===== config.mk =====
export PLATFORM = sky130hd
export DESIGN_NAME = boundary_point_spacing_sampler_flat
export DESIGN_NICKNAME = d
export VERILOG_FILES = /design/src/rtl/bpss_pkg.sv /design/src/rtl/bpss_req_if.sv /design/src/rtl/bpss_rsp_if.sv /design/src/rtl/boundary_point_spacing_sampler.sv /design/src/rtl/bpss_store.sv /design/src/rtl/bpss_dist.sv /design/src/flat_wrapper.sv
export SDC_FILE = /design/constraint.sdc
export NUM_CORES = 2
export LEC_CHECK = 0
export BUFFER_PORTS_ARGS = -buffer_cell sky130_fd_sc_hd__clkbuf_2
export CAP_MARGIN = 20
export CORE_MARGIN = 2
export CORE_UTILIZATION = 35
export CTS_CLUSTER_DIAMETER = 150
export CTS_CLUSTER_SIZE = 8
export DETAILED_ROUTE_END_ITERATION = 12
export PLACE_DENSITY = 0.6
export SYNTH_ARGS = -nofsm -noshare
export SYNTH_HDL_FRONTEND = slang
export SYNTH_SLANG_ARGS = --single-unit

===== constraint.sdc =====
create_clock -name clock -period 7.7 [get_ports clock]
set_input_delay 0.77 -clock clock [delete_from_list [all_inputs] [get_ports clock]]
set_output_delay 0.77 -clock clock [all_outputs]
set_load 0.005 [all_outputs]

===== src/rtl/bpss_pkg.sv =====
// ---------------------------------------------------------------------------
// bpss_pkg
// field widths, register indexes, reset values and control structs
// ---------------------------------------------------------------------------
package bpss_pkg;

   // fixed field widths of the words
   localparam int FIELD_W    = 12;
   localparam int COLOR_W    = 24;
   localparam int SPACING_W  = 24;
   localparam int ROW_W      = 12;
   localparam int CSR_IDX_W  = 2;
   localparam int CSR_DATA_W = 24;

   typedef logic [CSR_IDX_W-1:0] csr_idx_type;

   // register indexes
   localparam csr_idx_type CSR_TARGET_COLOR = 2'd0;
   localparam csr_idx_type CSR_SPACING_SQ   = 2'd1;
   localparam csr_idx_type CSR_ROW_WINDOW   = 2'd2;

   // register reset values
   localparam logic [COLOR_W-1:0]   TARGET_COLOR_RST = 24'd0;
   localparam logic [SPACING_W-1:0] SPACING_SQ_RST   = 24'd64;
   localparam logic [ROW_W-1:0]     ROW_WINDOW_RST   = 12'd8;

   // sequencer to distance unit
   typedef struct packed {
      logic load;
      logic sq_x;
      logic sq_y;
   } dist_ctl_type;

   // distance unit to sequencer
   typedef struct packed {
      logic too_close;
      logic evict;
   } dist_sts_type;

endpackage


===== src/rtl/bpss_req_if.sv =====
// ---------------------------------------------------------------------------
// bpss_req_if
// pixel word channel: coordinates, center color and four neighbor colors
// ---------------------------------------------------------------------------
interface bpss_req_if import bpss_pkg::*; ();
   logic               valid;
   logic               ready;
   logic               frame_start;
   logic [FIELD_W-1:0] pix_x;
   logic [FIELD_W-1:0] pix_y;
   logic [COLOR_W-1:0] center_color;
   logic [COLOR_W-1:0] up_color;
   logic [COLOR_W-1:0] right_color;
   logic [COLOR_W-1:0] down_color;
   logic [COLOR_W-1:0] left_color;

   modport source (
      output valid, frame_start, pix_x, pix_y,
      output center_color, up_color, right_color, down_color, left_color,
      input  ready
   );

   modport sink (
      input  valid, frame_start, pix_x, pix_y,
      input  center_color, up_color, right_color, down_color, left_color,
      output ready
   );
endinterface


===== src/rtl/bpss_rsp_if.sv =====
// ---------------------------------------------------------------------------
// bpss_rsp_if
// contour point channel: point coordinates and store full flag
// ---------------------------------------------------------------------------
interface bpss_rsp_if import bpss_pkg::*; ();
   logic               valid;
   logic               ready;
   logic [FIELD_W-1:0] point_x;
   logic [FIELD_W-1:0] point_y;
   logic               store_full;

   modport source (
      output valid, point_x, point_y, store_full,
      input  ready
   );

   modport sink (
      input  valid, point_x, point_y, store_full,
      output ready
   );
endinterface


===== src/rtl/boundary_point_spacing_sampler.sv =====
// ---------------------------------------------------------------------------
// boundary_point_spacing_sampler
// A non-boundary pixel is taken while idle and gives no word. A boundary
// pixel scans the point store, each point through read, difference, square
// x, square y and decide, then appends unless the store is full and emits;
// a rejection ends the scan and moves the remaining points down. The shared
// squarer and the single store read port set the pace. Reset clears the
// store count, the sequencer and the output and loads register defaults.
// ---------------------------------------------------------------------------
module boundary_point_spacing_sampler import bpss_pkg::*; #(
   parameter int MAX_POINTS = 64,
   parameter int COORD_BITS = 12
) (
   input  logic                  clock,
   input  logic                  reset,
   bpss_req_if.sink              req_if,
   bpss_rsp_if.source            rsp_if,
   input  logic                  csr_we,
   input  csr_idx_type           csr_index,
   input  logic [CSR_DATA_W-1:0] csr_wdata
);

   localparam int PTR_W = (MAX_POINTS > 1) ? $clog2(MAX_POINTS) : 1;
   localparam int CNT_W = $clog2(MAX_POINTS + 1);

   typedef enum logic [9:0] {
      ST_IDLE = 10'b0000000001,
      ST_RD   = 10'b0000000010,
      ST_DIFF = 10'b0000000100,
      ST_SQX  = 10'b0000001000,
      ST_SQY  = 10'b0000010000,
      ST_DEC  = 10'b0000100000,
      ST_CPRD = 10'b0001000000,
      ST_CPWR = 10'b0010000000,
      ST_FIN  = 10'b0100000000,
      ST_EMIT = 10'b1000000000
   } state_type;

   state_type             state_in, state_ff;
   logic [COLOR_W-1:0]    target_in, target_ff;
   logic [SPACING_W-1:0]  spacing_in, spacing_ff;
   logic [ROW_W-1:0]      window_in, window_ff;
   logic [CNT_W-1:0]      count_in, count_ff;
   logic [CNT_W-1:0]      rd_ptr_in, rd_ptr_ff;
   logic [CNT_W-1:0]      wr_ptr_in, wr_ptr_ff;
   logic [COORD_BITS-1:0] cur_x_in, cur_x_ff;
   logic [COORD_BITS-1:0] cur_y_in, cur_y_ff;
   logic                  full_in, full_ff;
   logic                  rsp_valid_in, rsp_valid_ff;
   logic [FIELD_W-1:0]    rsp_x_ff, rsp_y_ff;
   logic                  rsp_full_ff;

   logic                  accept;
   logic                  is_boundary;
   logic                  rsp_load;
   logic [CNT_W-1:0]      rd_next, wr_next;
   logic                  walk_done;
   logic                  st_rd_en;
   logic                  st_wr_en;
   logic [COORD_BITS-1:0] st_rd_x, st_rd_y;
   logic [COORD_BITS-1:0] st_wr_x, st_wr_y;
   dist_ctl_type          dist_ctl;
   dist_sts_type          dist_sts;

   // point store
   bpss_store #(
      .MAX_POINTS (MAX_POINTS),
      .COORD_BITS (COORD_BITS),
      .PTR_W      (PTR_W)
   ) u_store (
      .clock   (clock),
      .rd_en   (st_rd_en),
      .rd_addr (rd_ptr_ff[PTR_W-1:0]),
      .rd_x    (st_rd_x),
      .rd_y    (st_rd_y),
      .wr_en   (st_wr_en),
      .wr_addr (wr_ptr_ff[PTR_W-1:0]),
      .wr_x    (st_wr_x),
      .wr_y    (st_wr_y)
   );

   // distance unit
   bpss_dist #(
      .COORD_BITS (COORD_BITS)
   ) u_dist (
      .clock      (clock),
      .ctl        (dist_ctl),
      .cur_x      (cur_x_ff),
      .cur_y      (cur_y_ff),
      .kept_x     (st_rd_x),
      .kept_y     (st_rd_y),
      .spacing_sq (spacing_ff),
      .row_window (window_ff),
      .sts        (dist_sts)
   );

   // boundary test and handshake
   always_comb begin
      is_boundary = (req_if.center_color == target_ff) &&
                    !((req_if.up_color    == target_ff) &&
                      (req_if.right_color == target_ff) &&
                      (req_if.down_color  == target_ff) &&
                      (req_if.left_color  == target_ff));
      req_if.ready = (state_ff == ST_IDLE);
      accept       = req_if.valid && req_if.ready;
      rd_next      = rd_ptr_ff + CNT_W'(1);
      wr_next      = wr_ptr_ff + CNT_W'(1);
      walk_done    = (rd_next == count_ff);
   end

   // configuration registers
   always_comb begin
      target_in  = target_ff;
      spacing_in = spacing_ff;
      window_in  = window_ff;
      if (csr_we) begin
         unique case (csr_index)
            CSR_TARGET_COLOR: target_in  = csr_wdata[COLOR_W-1:0];
            CSR_SPACING_SQ:   spacing_in = csr_wdata[SPACING_W-1:0];
            CSR_ROW_WINDOW:   window_in  = csr_wdata[ROW_W-1:0];
            default:          target_in  = target_ff;
         endcase
      end
   end

   // sequencer
   always_comb begin
      state_in      = state_ff;
      count_in      = count_ff;
      rd_ptr_in     = rd_ptr_ff;
      wr_ptr_in     = wr_ptr_ff;
      cur_x_in      = cur_x_ff;
      cur_y_in      = cur_y_ff;
      full_in       = full_ff;
      st_rd_en      = 1'b0;
      st_wr_en      = 1'b0;
      st_wr_x       = st_rd_x;
      st_wr_y       = st_rd_y;
      dist_ctl      = '0;
      rsp_load      = 1'b0;
      unique case (state_ff)
         ST_IDLE: begin
            if (accept) begin
               if (req_if.frame_start) begin
                  count_in = '0;
               end
               if (is_boundary) begin
                  cur_x_in  = COORD_BITS'(req_if.pix_x);
                  cur_y_in  = COORD_BITS'(req_if.pix_y);
                  rd_ptr_in = '0;
                  wr_ptr_in = '0;
                  if (req_if.frame_start || (count_ff == '0)) begin
                     state_in = ST_FIN;
                  end else begin
                     state_in = ST_RD;
                  end
               end
            end
         end
         ST_RD: begin
            st_rd_en = 1'b1;
            state_in = ST_DIFF;
         end
         ST_DIFF: begin
            dist_ctl.load = 1'b1;
            state_in      = ST_SQX;
         end
         ST_SQX: begin
            dist_ctl.sq_x = 1'b1;
            state_in      = ST_SQY;
         end
         ST_SQY: begin
            dist_ctl.sq_y = 1'b1;
            state_in      = ST_DEC;
         end
         ST_DEC: begin
            rd_ptr_in = rd_next;
            if (dist_sts.too_close) begin
               // rejected: keep this point, close up the rest of the list
               st_wr_en  = 1'b1;
               wr_ptr_in = wr_next;
               if (walk_done) begin
                  count_in = wr_next;
                  state_in = ST_IDLE;
               end else begin
                  state_in = ST_CPRD;
               end
            end else begin
               if (!dist_sts.evict) begin
                  st_wr_en  = 1'b1;
                  wr_ptr_in = wr_next;
               end
               state_in = walk_done ? ST_FIN : ST_RD;
            end
         end
         ST_CPRD: begin
            st_rd_en = 1'b1;
            state_in = ST_CPWR;
         end
         ST_CPWR: begin
            st_wr_en  = 1'b1;
            wr_ptr_in = wr_next;
            rd_ptr_in = rd_next;
            if (walk_done) begin
               count_in = wr_next;
               state_in = ST_IDLE;
            end else begin
               state_in = ST_CPRD;
            end
         end
         ST_FIN: begin
            // append the new point unless the store is full
            st_wr_x = cur_x_ff;
            st_wr_y = cur_y_ff;
            if (wr_ptr_ff == CNT_W'(MAX_POINTS)) begin
               full_in  = 1'b1;
               count_in = wr_ptr_ff;
            end else begin
               st_wr_en = 1'b1;
               full_in  = 1'b0;
               count_in = wr_next;
            end
            state_in = ST_EMIT;
         end
         ST_EMIT: begin
            if (!rsp_valid_ff || rsp_if.ready) begin
               rsp_load = 1'b1;
               state_in = ST_IDLE;
            end
         end
         default: begin
            state_in = ST_IDLE;
         end
      endcase
   end

   // output word valid
   always_comb begin
      if (rsp_load) begin
         rsp_valid_in = 1'b1;
      end else if (rsp_if.ready) begin
         rsp_valid_in = 1'b0;
      end else begin
         rsp_valid_in = rsp_valid_ff;
      end
   end

   // control registers
   always_ff @(posedge clock) begin
      if (reset) begin
         state_ff     <= ST_IDLE;
         count_ff     <= '0;
         rsp_valid_ff <= 1'b0;
         target_ff    <= TARGET_COLOR_RST;
         spacing_ff   <= SPACING_SQ_RST;
         window_ff    <= ROW_WINDOW_RST;
      end else begin
         state_ff     <= state_in;
         count_ff     <= count_in;
         rsp_valid_ff <= rsp_valid_in;
         target_ff    <= target_in;
         spacing_ff   <= spacing_in;
         window_ff    <= window_in;
      end
   end

   // payload registers
   always_ff @(posedge clock) begin
      rd_ptr_ff <= rd_ptr_in;
      wr_ptr_ff <= wr_ptr_in;
      cur_x_ff  <= cur_x_in;
      cur_y_ff  <= cur_y_in;
      full_ff   <= full_in;
      if (rsp_load) begin
         rsp_x_ff    <= FIELD_W'(cur_x_ff);
         rsp_y_ff    <= FIELD_W'(cur_y_ff);
         rsp_full_ff <= full_ff;
      end
   end

   assign rsp_if.valid      = rsp_valid_ff;
   assign rsp_if.point_x    = rsp_x_ff;
   assign rsp_if.point_y    = rsp_y_ff;
   assign rsp_if.store_full = rsp_full_ff;

endmodule


===== src/rtl/bpss_store.sv =====
// ---------------------------------------------------------------------------
// bpss_store
// point store memory, one write port and one registered read port
// ---------------------------------------------------------------------------
module bpss_store import bpss_pkg::*; #(
   parameter int MAX_POINTS = 64,
   parameter int COORD_BITS = 12,
   parameter int PTR_W      = 6
) (
   input  logic                  clock,
   input  logic                  rd_en,
   input  logic [PTR_W-1:0]      rd_addr,
   output logic [COORD_BITS-1:0] rd_x,
   output logic [COORD_BITS-1:0] rd_y,
   input  logic                  wr_en,
   input  logic [PTR_W-1:0]      wr_addr,
   input  logic [COORD_BITS-1:0] wr_x,
   input  logic [COORD_BITS-1:0] wr_y
);

   localparam int WORD_W = 2 * COORD_BITS;

   logic [WORD_W-1:0] mem_ff [MAX_POINTS];
   logic [WORD_W-1:0] rd_data_ff;

   // write port
   always_ff @(posedge clock) begin
      if (wr_en) begin
         mem_ff[wr_addr] <= {wr_x, wr_y};
      end
   end

   // registered read port, holds until the next read
   always_ff @(posedge clock) begin
      if (rd_en) begin
         rd_data_ff <= mem_ff[rd_addr];
      end
   end

   assign rd_x = rd_data_ff[WORD_W-1:COORD_BITS];
   assign rd_y = rd_data_ff[COORD_BITS-1:0];

endmodule


===== src/rtl/bpss_dist.sv =====
// ---------------------------------------------------------------------------
// bpss_dist
// shared distance unit: abs differences, one squarer used twice, compare
// ---------------------------------------------------------------------------
module bpss_dist import bpss_pkg::*; #(
   parameter int COORD_BITS = 12
) (
   input  logic                  clock,
   input  dist_ctl_type          ctl,
   input  logic [COORD_BITS-1:0] cur_x,
   input  logic [COORD_BITS-1:0] cur_y,
   input  logic [COORD_BITS-1:0] kept_x,
   input  logic [COORD_BITS-1:0] kept_y,
   input  logic [SPACING_W-1:0]  spacing_sq,
   input  logic [ROW_W-1:0]      row_window,
   output dist_sts_type          sts
);

   localparam int SQ_W  = 2 * COORD_BITS;
   localparam int SUM_W = SQ_W + 1;
   localparam int CMP_W = (SUM_W > SPACING_W) ? SUM_W : SPACING_W;
   localparam int WIN_W = (COORD_BITS > ROW_W) ? COORD_BITS : ROW_W;

   logic [COORD_BITS-1:0] dx_in, dx_ff;
   logic [COORD_BITS-1:0] dy_in, dy_ff;
   logic                  evict_in, evict_ff;
   logic [COORD_BITS-1:0] mul_op;
   logic [SQ_W-1:0]       prod_in, prod_ff;
   logic [SQ_W-1:0]       acc_ff;
   logic [CMP_W-1:0]      dist_sum;

   // absolute differences and row eviction test
   always_comb begin
      dx_in    = (cur_x >= kept_x) ? (cur_x - kept_x) : (kept_x - cur_x);
      dy_in    = (cur_y >= kept_y) ? (cur_y - kept_y) : (kept_y - cur_y);
      evict_in = WIN_W'(dy_in) > WIN_W'(row_window);
   end

   // one squarer, dx first then dy
   always_comb begin
      mul_op  = ctl.sq_x ? dx_ff : dy_ff;
      prod_in = {{COORD_BITS{1'b0}}, mul_op} * {{COORD_BITS{1'b0}}, mul_op};
   end

   always_ff @(posedge clock) begin
      if (ctl.load) begin
         dx_ff    <= dx_in;
         dy_ff    <= dy_in;
         evict_ff <= evict_in;
      end
      if (ctl.sq_x || ctl.sq_y) begin
         prod_ff <= prod_in;
      end
      if (ctl.sq_y) begin
         acc_ff <= prod_ff;
      end
   end

   // dx^2 + dy^2 against the spacing
   always_comb begin
      dist_sum      = CMP_W'(acc_ff) + CMP_W'(prod_ff);
      sts.too_close = dist_sum < CMP_W'(spacing_sq);
      sts.evict     = evict_ff;
   end

endmodule


===== src/flat_wrapper.sv =====
// flat-port wrapper written by rule: the top's interface ports become plain ports
module boundary_point_spacing_sampler_flat import bpss_pkg::*;
#(
   parameter int MAX_POINTS = 64,
   parameter int COORD_BITS = 12
)
  (clock, reset, csr_we, csr_index, csr_wdata, req_if_valid, req_if_frame_start, req_if_pix_x, req_if_pix_y, req_if_center_color, req_if_up_color, req_if_right_color, req_if_down_color, req_if_left_color, req_if_ready, rsp_if_valid, rsp_if_point_x, rsp_if_point_y, rsp_if_store_full, rsp_if_ready);
  bpss_req_if req_if_i ();
  bpss_rsp_if rsp_if_i ();
  input  logic clock;
  input  logic reset;
  input  logic csr_we;
  input  csr_idx_type csr_index;
  input  logic [CSR_DATA_W-1:0] csr_wdata;
  input wire logic [$bits(req_if_i.valid)-1:0] req_if_valid;
  input wire logic [$bits(req_if_i.frame_start)-1:0] req_if_frame_start;
  input wire logic [$bits(req_if_i.pix_x)-1:0] req_if_pix_x;
  input wire logic [$bits(req_if_i.pix_y)-1:0] req_if_pix_y;
  input wire logic [$bits(req_if_i.center_color)-1:0] req_if_center_color;
  input wire logic [$bits(req_if_i.up_color)-1:0] req_if_up_color;
  input wire logic [$bits(req_if_i.right_color)-1:0] req_if_right_color;
  input wire logic [$bits(req_if_i.down_color)-1:0] req_if_down_color;
  input wire logic [$bits(req_if_i.left_color)-1:0] req_if_left_color;
  output wire logic [$bits(req_if_i.ready)-1:0] req_if_ready;
  output wire logic [$bits(rsp_if_i.valid)-1:0] rsp_if_valid;
  output wire logic [$bits(rsp_if_i.point_x)-1:0] rsp_if_point_x;
  output wire logic [$bits(rsp_if_i.point_y)-1:0] rsp_if_point_y;
  output wire logic [$bits(rsp_if_i.store_full)-1:0] rsp_if_store_full;
  input wire logic [$bits(rsp_if_i.ready)-1:0] rsp_if_ready;
  assign req_if_i.valid = req_if_valid;
  assign req_if_i.frame_start = req_if_frame_start;
  assign req_if_i.pix_x = req_if_pix_x;
  assign req_if_i.pix_y = req_if_pix_y;
  assign req_if_i.center_color = req_if_center_color;
  assign req_if_i.up_color = req_if_up_color;
  assign req_if_i.right_color = req_if_right_color;
  assign req_if_i.down_color = req_if_down_color;
  assign req_if_i.left_color = req_if_left_color;
  assign req_if_ready = req_if_i.ready;
  assign rsp_if_valid = rsp_if_i.valid;
  assign rsp_if_point_x = rsp_if_i.point_x;
  assign rsp_if_point_y = rsp_if_i.point_y;
  assign rsp_if_store_full = rsp_if_i.store_full;
  assign rsp_if_i.ready = rsp_if_ready;
  boundary_point_spacing_sampler #(.MAX_POINTS(MAX_POINTS), .COORD_BITS(COORD_BITS)) u_core (.clock(clock), .reset(reset), .req_if(req_if_i), .rsp_if(rsp_if_i), .csr_we(csr_we), .csr_index(csr_index), .csr_wdata(csr_wdata));
endmodule

==> metrics.yaml <==
status: "finished clean"
drcViolationCount: 0
met1_usage: 0.252
fin_util: 0.409
die_w_um: 469
worst-path-max-fanout: 17
synth_flop_cell: "edfxtp_1"
vias: 39400
clock_sinks: 1773
fin_nets: 4868
maxSlewHeadroom: 0.197
synthXorXnorAreaFrac: 0.0146
routed_wl_um: 198000
tritoncts: "built"
io_pins: 203
stdcell_area_um2: 87700
finalCritPeriodShare: 0.935
multiInputGateArea_um2: 22000
hold_start: "req_if_pix_y[6]"
dp_hpwl_um: 119000
total_power_mw: 20.0
synth_edf_count: 1695
cts.root.buffer_cell: "clkbuf_16"
fmax_mhz: 139
place_congestion: 0.872
synth_mux_area_frac: 0.155
startpoint_type: "flip-flop"
synthSimpleGateAreaFrac: 0.0378
synth_warnings: 0
syn_nets: 4466
viasPerCell: 5.36
power.ir.vdd_worst_v: 0.000228
synth-compound-area-share: 0.0279
synth-seq-area-share: 0.694
setup_viol: 0
syn_inst: 4047
num_rows: 170
die_area_um2: 220000
stdcell_count: 7352
crit_required_ns: 8.30
cts_made_buffers: 239
maxCapViolations: 0
fin_tns_setup_ns: 0
insertion_delay_ns: 0.90
h-tree-depth: 4
initial_utilization: 0.352
syn_avg_cell_area_um2: 18.7
core-area_um2: 215000
layout-drive-gt1-share: 0.272
synth_top_family_by_area: "multiplexers"
grt_max_degree: 141
dp_cells: 7033
hold_viol_final: 0
drt_iter0_markers: 3998
synthesis.area_um2: 75600
grt_util_met3: 0.0308
grt_use_total: 0.178
path_clk_slew_ns: 0.06
hold_path_class: "in2reg"
clockBufferDepth: 3
area_delta_synth_final_pct: 16.1
grtUsageMet2: 0.284
synth_adder_area_share: 0.0484
synth_cell_types: 84
crit_arrival_ns: 7.81
grt_first_pass_wirelength_um: 281000
path_class: "reg2reg"
antenna_found_initial: 17
synthArstFlopShare: 0
startpoint: "u_core.state_ff[1]$_SDFFE_PP0P_"
final_antenna_net_count: 0
regArea_um2: 52500
path_cells: "nor4_4 > and2_1 > nand4b_1 > buf_4 > mux2i_1 > buf_4 > nor2_1 > fa_1 > fa_1 > fa_1 > fa_1 > inv_1 > fa_1 > inv_1 > ha_1 > or3_1 > o21ai_0 > o21ai_0 > o41ai_1 > o31a_1 > o21ai_0 > a21oi_1 > xnor2_1"
first_global_vias: 39900
fill_cells: 18900
rsz0062_at_grt: "no"
ys_ff_latch: 1773
end_kind: "flip-flop"
placed_area_um2: 81000
port_buffers: 202
crit_slowest_cell: "mux2i_1"
top_usage_layer: "met2"
fin_crit_ns: 7.20
first_pass_iters: 5
dieHeight_um: 469
cpMostUsedCell: "fa_1"
routedWlPerCell_um: 26.9
tightest_slew_ns: 1.19
finClkSkew_ns: 0.103
slew_violations: 0
crit_path_max_incr_delay_ns: 0.56
cellLeakagePower_nw: 30.0
grt_overflow_total: 0
powerDensity_nw_per_um2: 228
rr_startpoint: "u_core.state_ff[1]$_SDFFE_PP0P_"
==> flip-flops by register name, summed over array words and instances (netlist names) <==
| name | cells |
|---|---|
| u_core.count_ff | 7 |
| u_core.cur_x_ff | 12 |
| u_core.cur_y_ff | 12 |
| u_core.full_ff | 1 |
| u_core.rd_ptr_ff | 7 |
| u_core.rsp_if.point_x | 12 |
| u_core.rsp_if.point_y | 12 |
| u_core.rsp_if.store_full | 1 |
| u_core.rsp_if.valid | 1 |
| u_core.spacing_ff | 24 |
| u_core.state_ff | 10 |
| u_core.target_ff | 24 |
| u_core.u_dist.acc_ff | 23 |
| u_core.u_dist.dx_ff | 12 |
| u_core.u_dist.dy_ff | 12 |
| u_core.u_dist.evict_ff | 1 |
| u_core.u_dist.prod_ff | 23 |
| u_core.u_store.mem_ff | 1536 |
| u_core.u_store.rd_data_ff | 24 |
| u_core.window_ff | 12 |
| u_core.wr_ptr_ff | 7 |
==> final timing paths <==
path / to / slack, ns / cells past startpoint
setup / recovery: u_core.u_dist.prod_ff[23]$_DFFE_PP_ / 0.50 / 23
hold / removal: u_core.cur_y_ff[6]$_DFFE_PP_ / 0.14 / 1
setup reg to reg: u_core.u_dist.prod_ff[23]$_DFFE_PP_ / 0.50 / 23
hold reg to reg: u_core.spacing_ff[12]$_SDFFE_PP0P_ / 0.46 / 2
==> area by class of cell <==
type	count	area share
sequential	1773	0.598
clock buffer	282	0.0703
timing repair buffer	344	0.0256
clock inverter	15	0.00462
inverter	236	0.0101
antenna	9	0.000257
tap	2838	0.0405
multi-input combinational	1855	0.250
==> critical path: cells and delay by family (launching register included) <==
kind | cells | cell delay, ns
flip-flops | 1 | 0.35
adder cells (fa/ha/maj) | 6 | 2.60
XOR/XNOR | 1 | 0.09
multiplexers | 1 | 0.56
buffers and inverters | 4 | 0.60
AND/OR/NAND/NOR | 5 | 1.13
AO/OA/AOI/OAI | 6 | 1.66
==> synth_stat cells (5+ instances only) <==
library cell  instances  area (um^2)
a21o_1               37          278
dfxtp_1              78         1560
mux2_2               12          135
a31o_1                5         43.8
fa_1                 82         1640
inv_1               234          878
nand4_1              21          131
o21a_1               11         82.6
nor2b_1              19          119
and3_1               21          131
and2_1               10         62.6
nor2_1              192          721
o211ai_2              6         75.1
o211ai_1              7         52.6
mux4_2              504        11400
buf_2                45          225
a21oi_1             113          566
ha_1                161         2010
mux2i_1              24          240
nand2_1             200          751
nor4_1               12         75.1
a211oi_1              8         60.1
nand3_1              32          160
or2_2                 6         37.5
a31oi_1               5         31.3
nor3_1               42          210
o21bai_1              5         37.5
o22ai_1              11         68.8
xnor2_1              78          683
or3_1                 9         56.3
nand2b_1             16          100
buf_1                10         37.5
edfxtp_1           1695        50900
a221oi_1              6         52.6
o21ai_0              82          410
xor2_1               48          420
clkbuf_1            123          462
==> stage by stage <==
step	hold slack (ns)	worst slack, ns
after floorplan	0.400	0.955
after global placement	0.444	0.464
after detailed placement	0.447	0.385
after CTS	0.0678	0.407
after global routing	0.0877	0.0404
final	0.143	0.497
==> logic make-up (layout without fill, tap and decap cells) <==
family                     count (synthesis)  count (layout)
DFF                                     1773            1773
AOI/OAI and AO/OA                        334             334
buffers and inverters                    419             877
xor gates and xnor gates                 126             126
muxes                                    540             540
and+or+nand+nor                          612             612
adders and majority gates                243             243
other                                      0               9
==> timing repair <==
| item | CTS | global route |
|---|---|---|
| endpoints found under the hold margin | 13 | 0 |
| resized for setup | 0 | 1 |
| hold buffers | 13 | 0 |
| setup endpoints to repair | 0 | 1 |
| buffers inserted | 0 | 0 |
==> power breakdown <==
| part | switching, mW | total [mW] | internal, mW |
|---|---|---|---|
| combinational | 0.0961 | 0.171 | 0.0747 |
| sequential | 0.0171 | 10.5 | 10.4 |
| clock | 3.86 | 9.40 | 5.54 |
==> layout by cell type, fill, tap and decap left out, types with 16 or more instances in the layout <==
cell type / synthesis / final
clkbuf_1: 123 / 42
nor3_1: 42 / 41
nor2_1: 192 / 128
nor2b_1: 19 / 18
mux4_2: 504 / 504
nand3_1: 32 / 32
mux2i_1: 24 / 24
nand2_1: 200 / 200
clkbuf_2: 1 / 202
xnor2_1: 78 / 78
buf_4: 1 / 118
o21ai_4: 0 / 24
and3_1: 21 / 21
o21ai_0: 82 / 58
ha_1: 161 / 161
xor2_1: 48 / 48
a21oi_1: 113 / 112
edfxtp_1: 1695 / 1695
inv_1: 234 / 234
clkbuf_16: 0 / 240
nor2_2: 1 / 56
fa_1: 82 / 82
nand4_1: 21 / 21
a21o_1: 37 / 37
nand2b_1: 16 / 16
dfxtp_1: 78 / 78
==> per-layer routing <==
layer  vias to the layer above  part of all wire  routed length [um]
met4                         2             0.022                4420
met5                         -          0.000066                  13
met3                       265             0.071               14100
met2                      1503              0.47               93700
li1                      16700                 -                   -
met1                     20900              0.43               85400
Note: power is estimated with default switching activity, not from simulation.
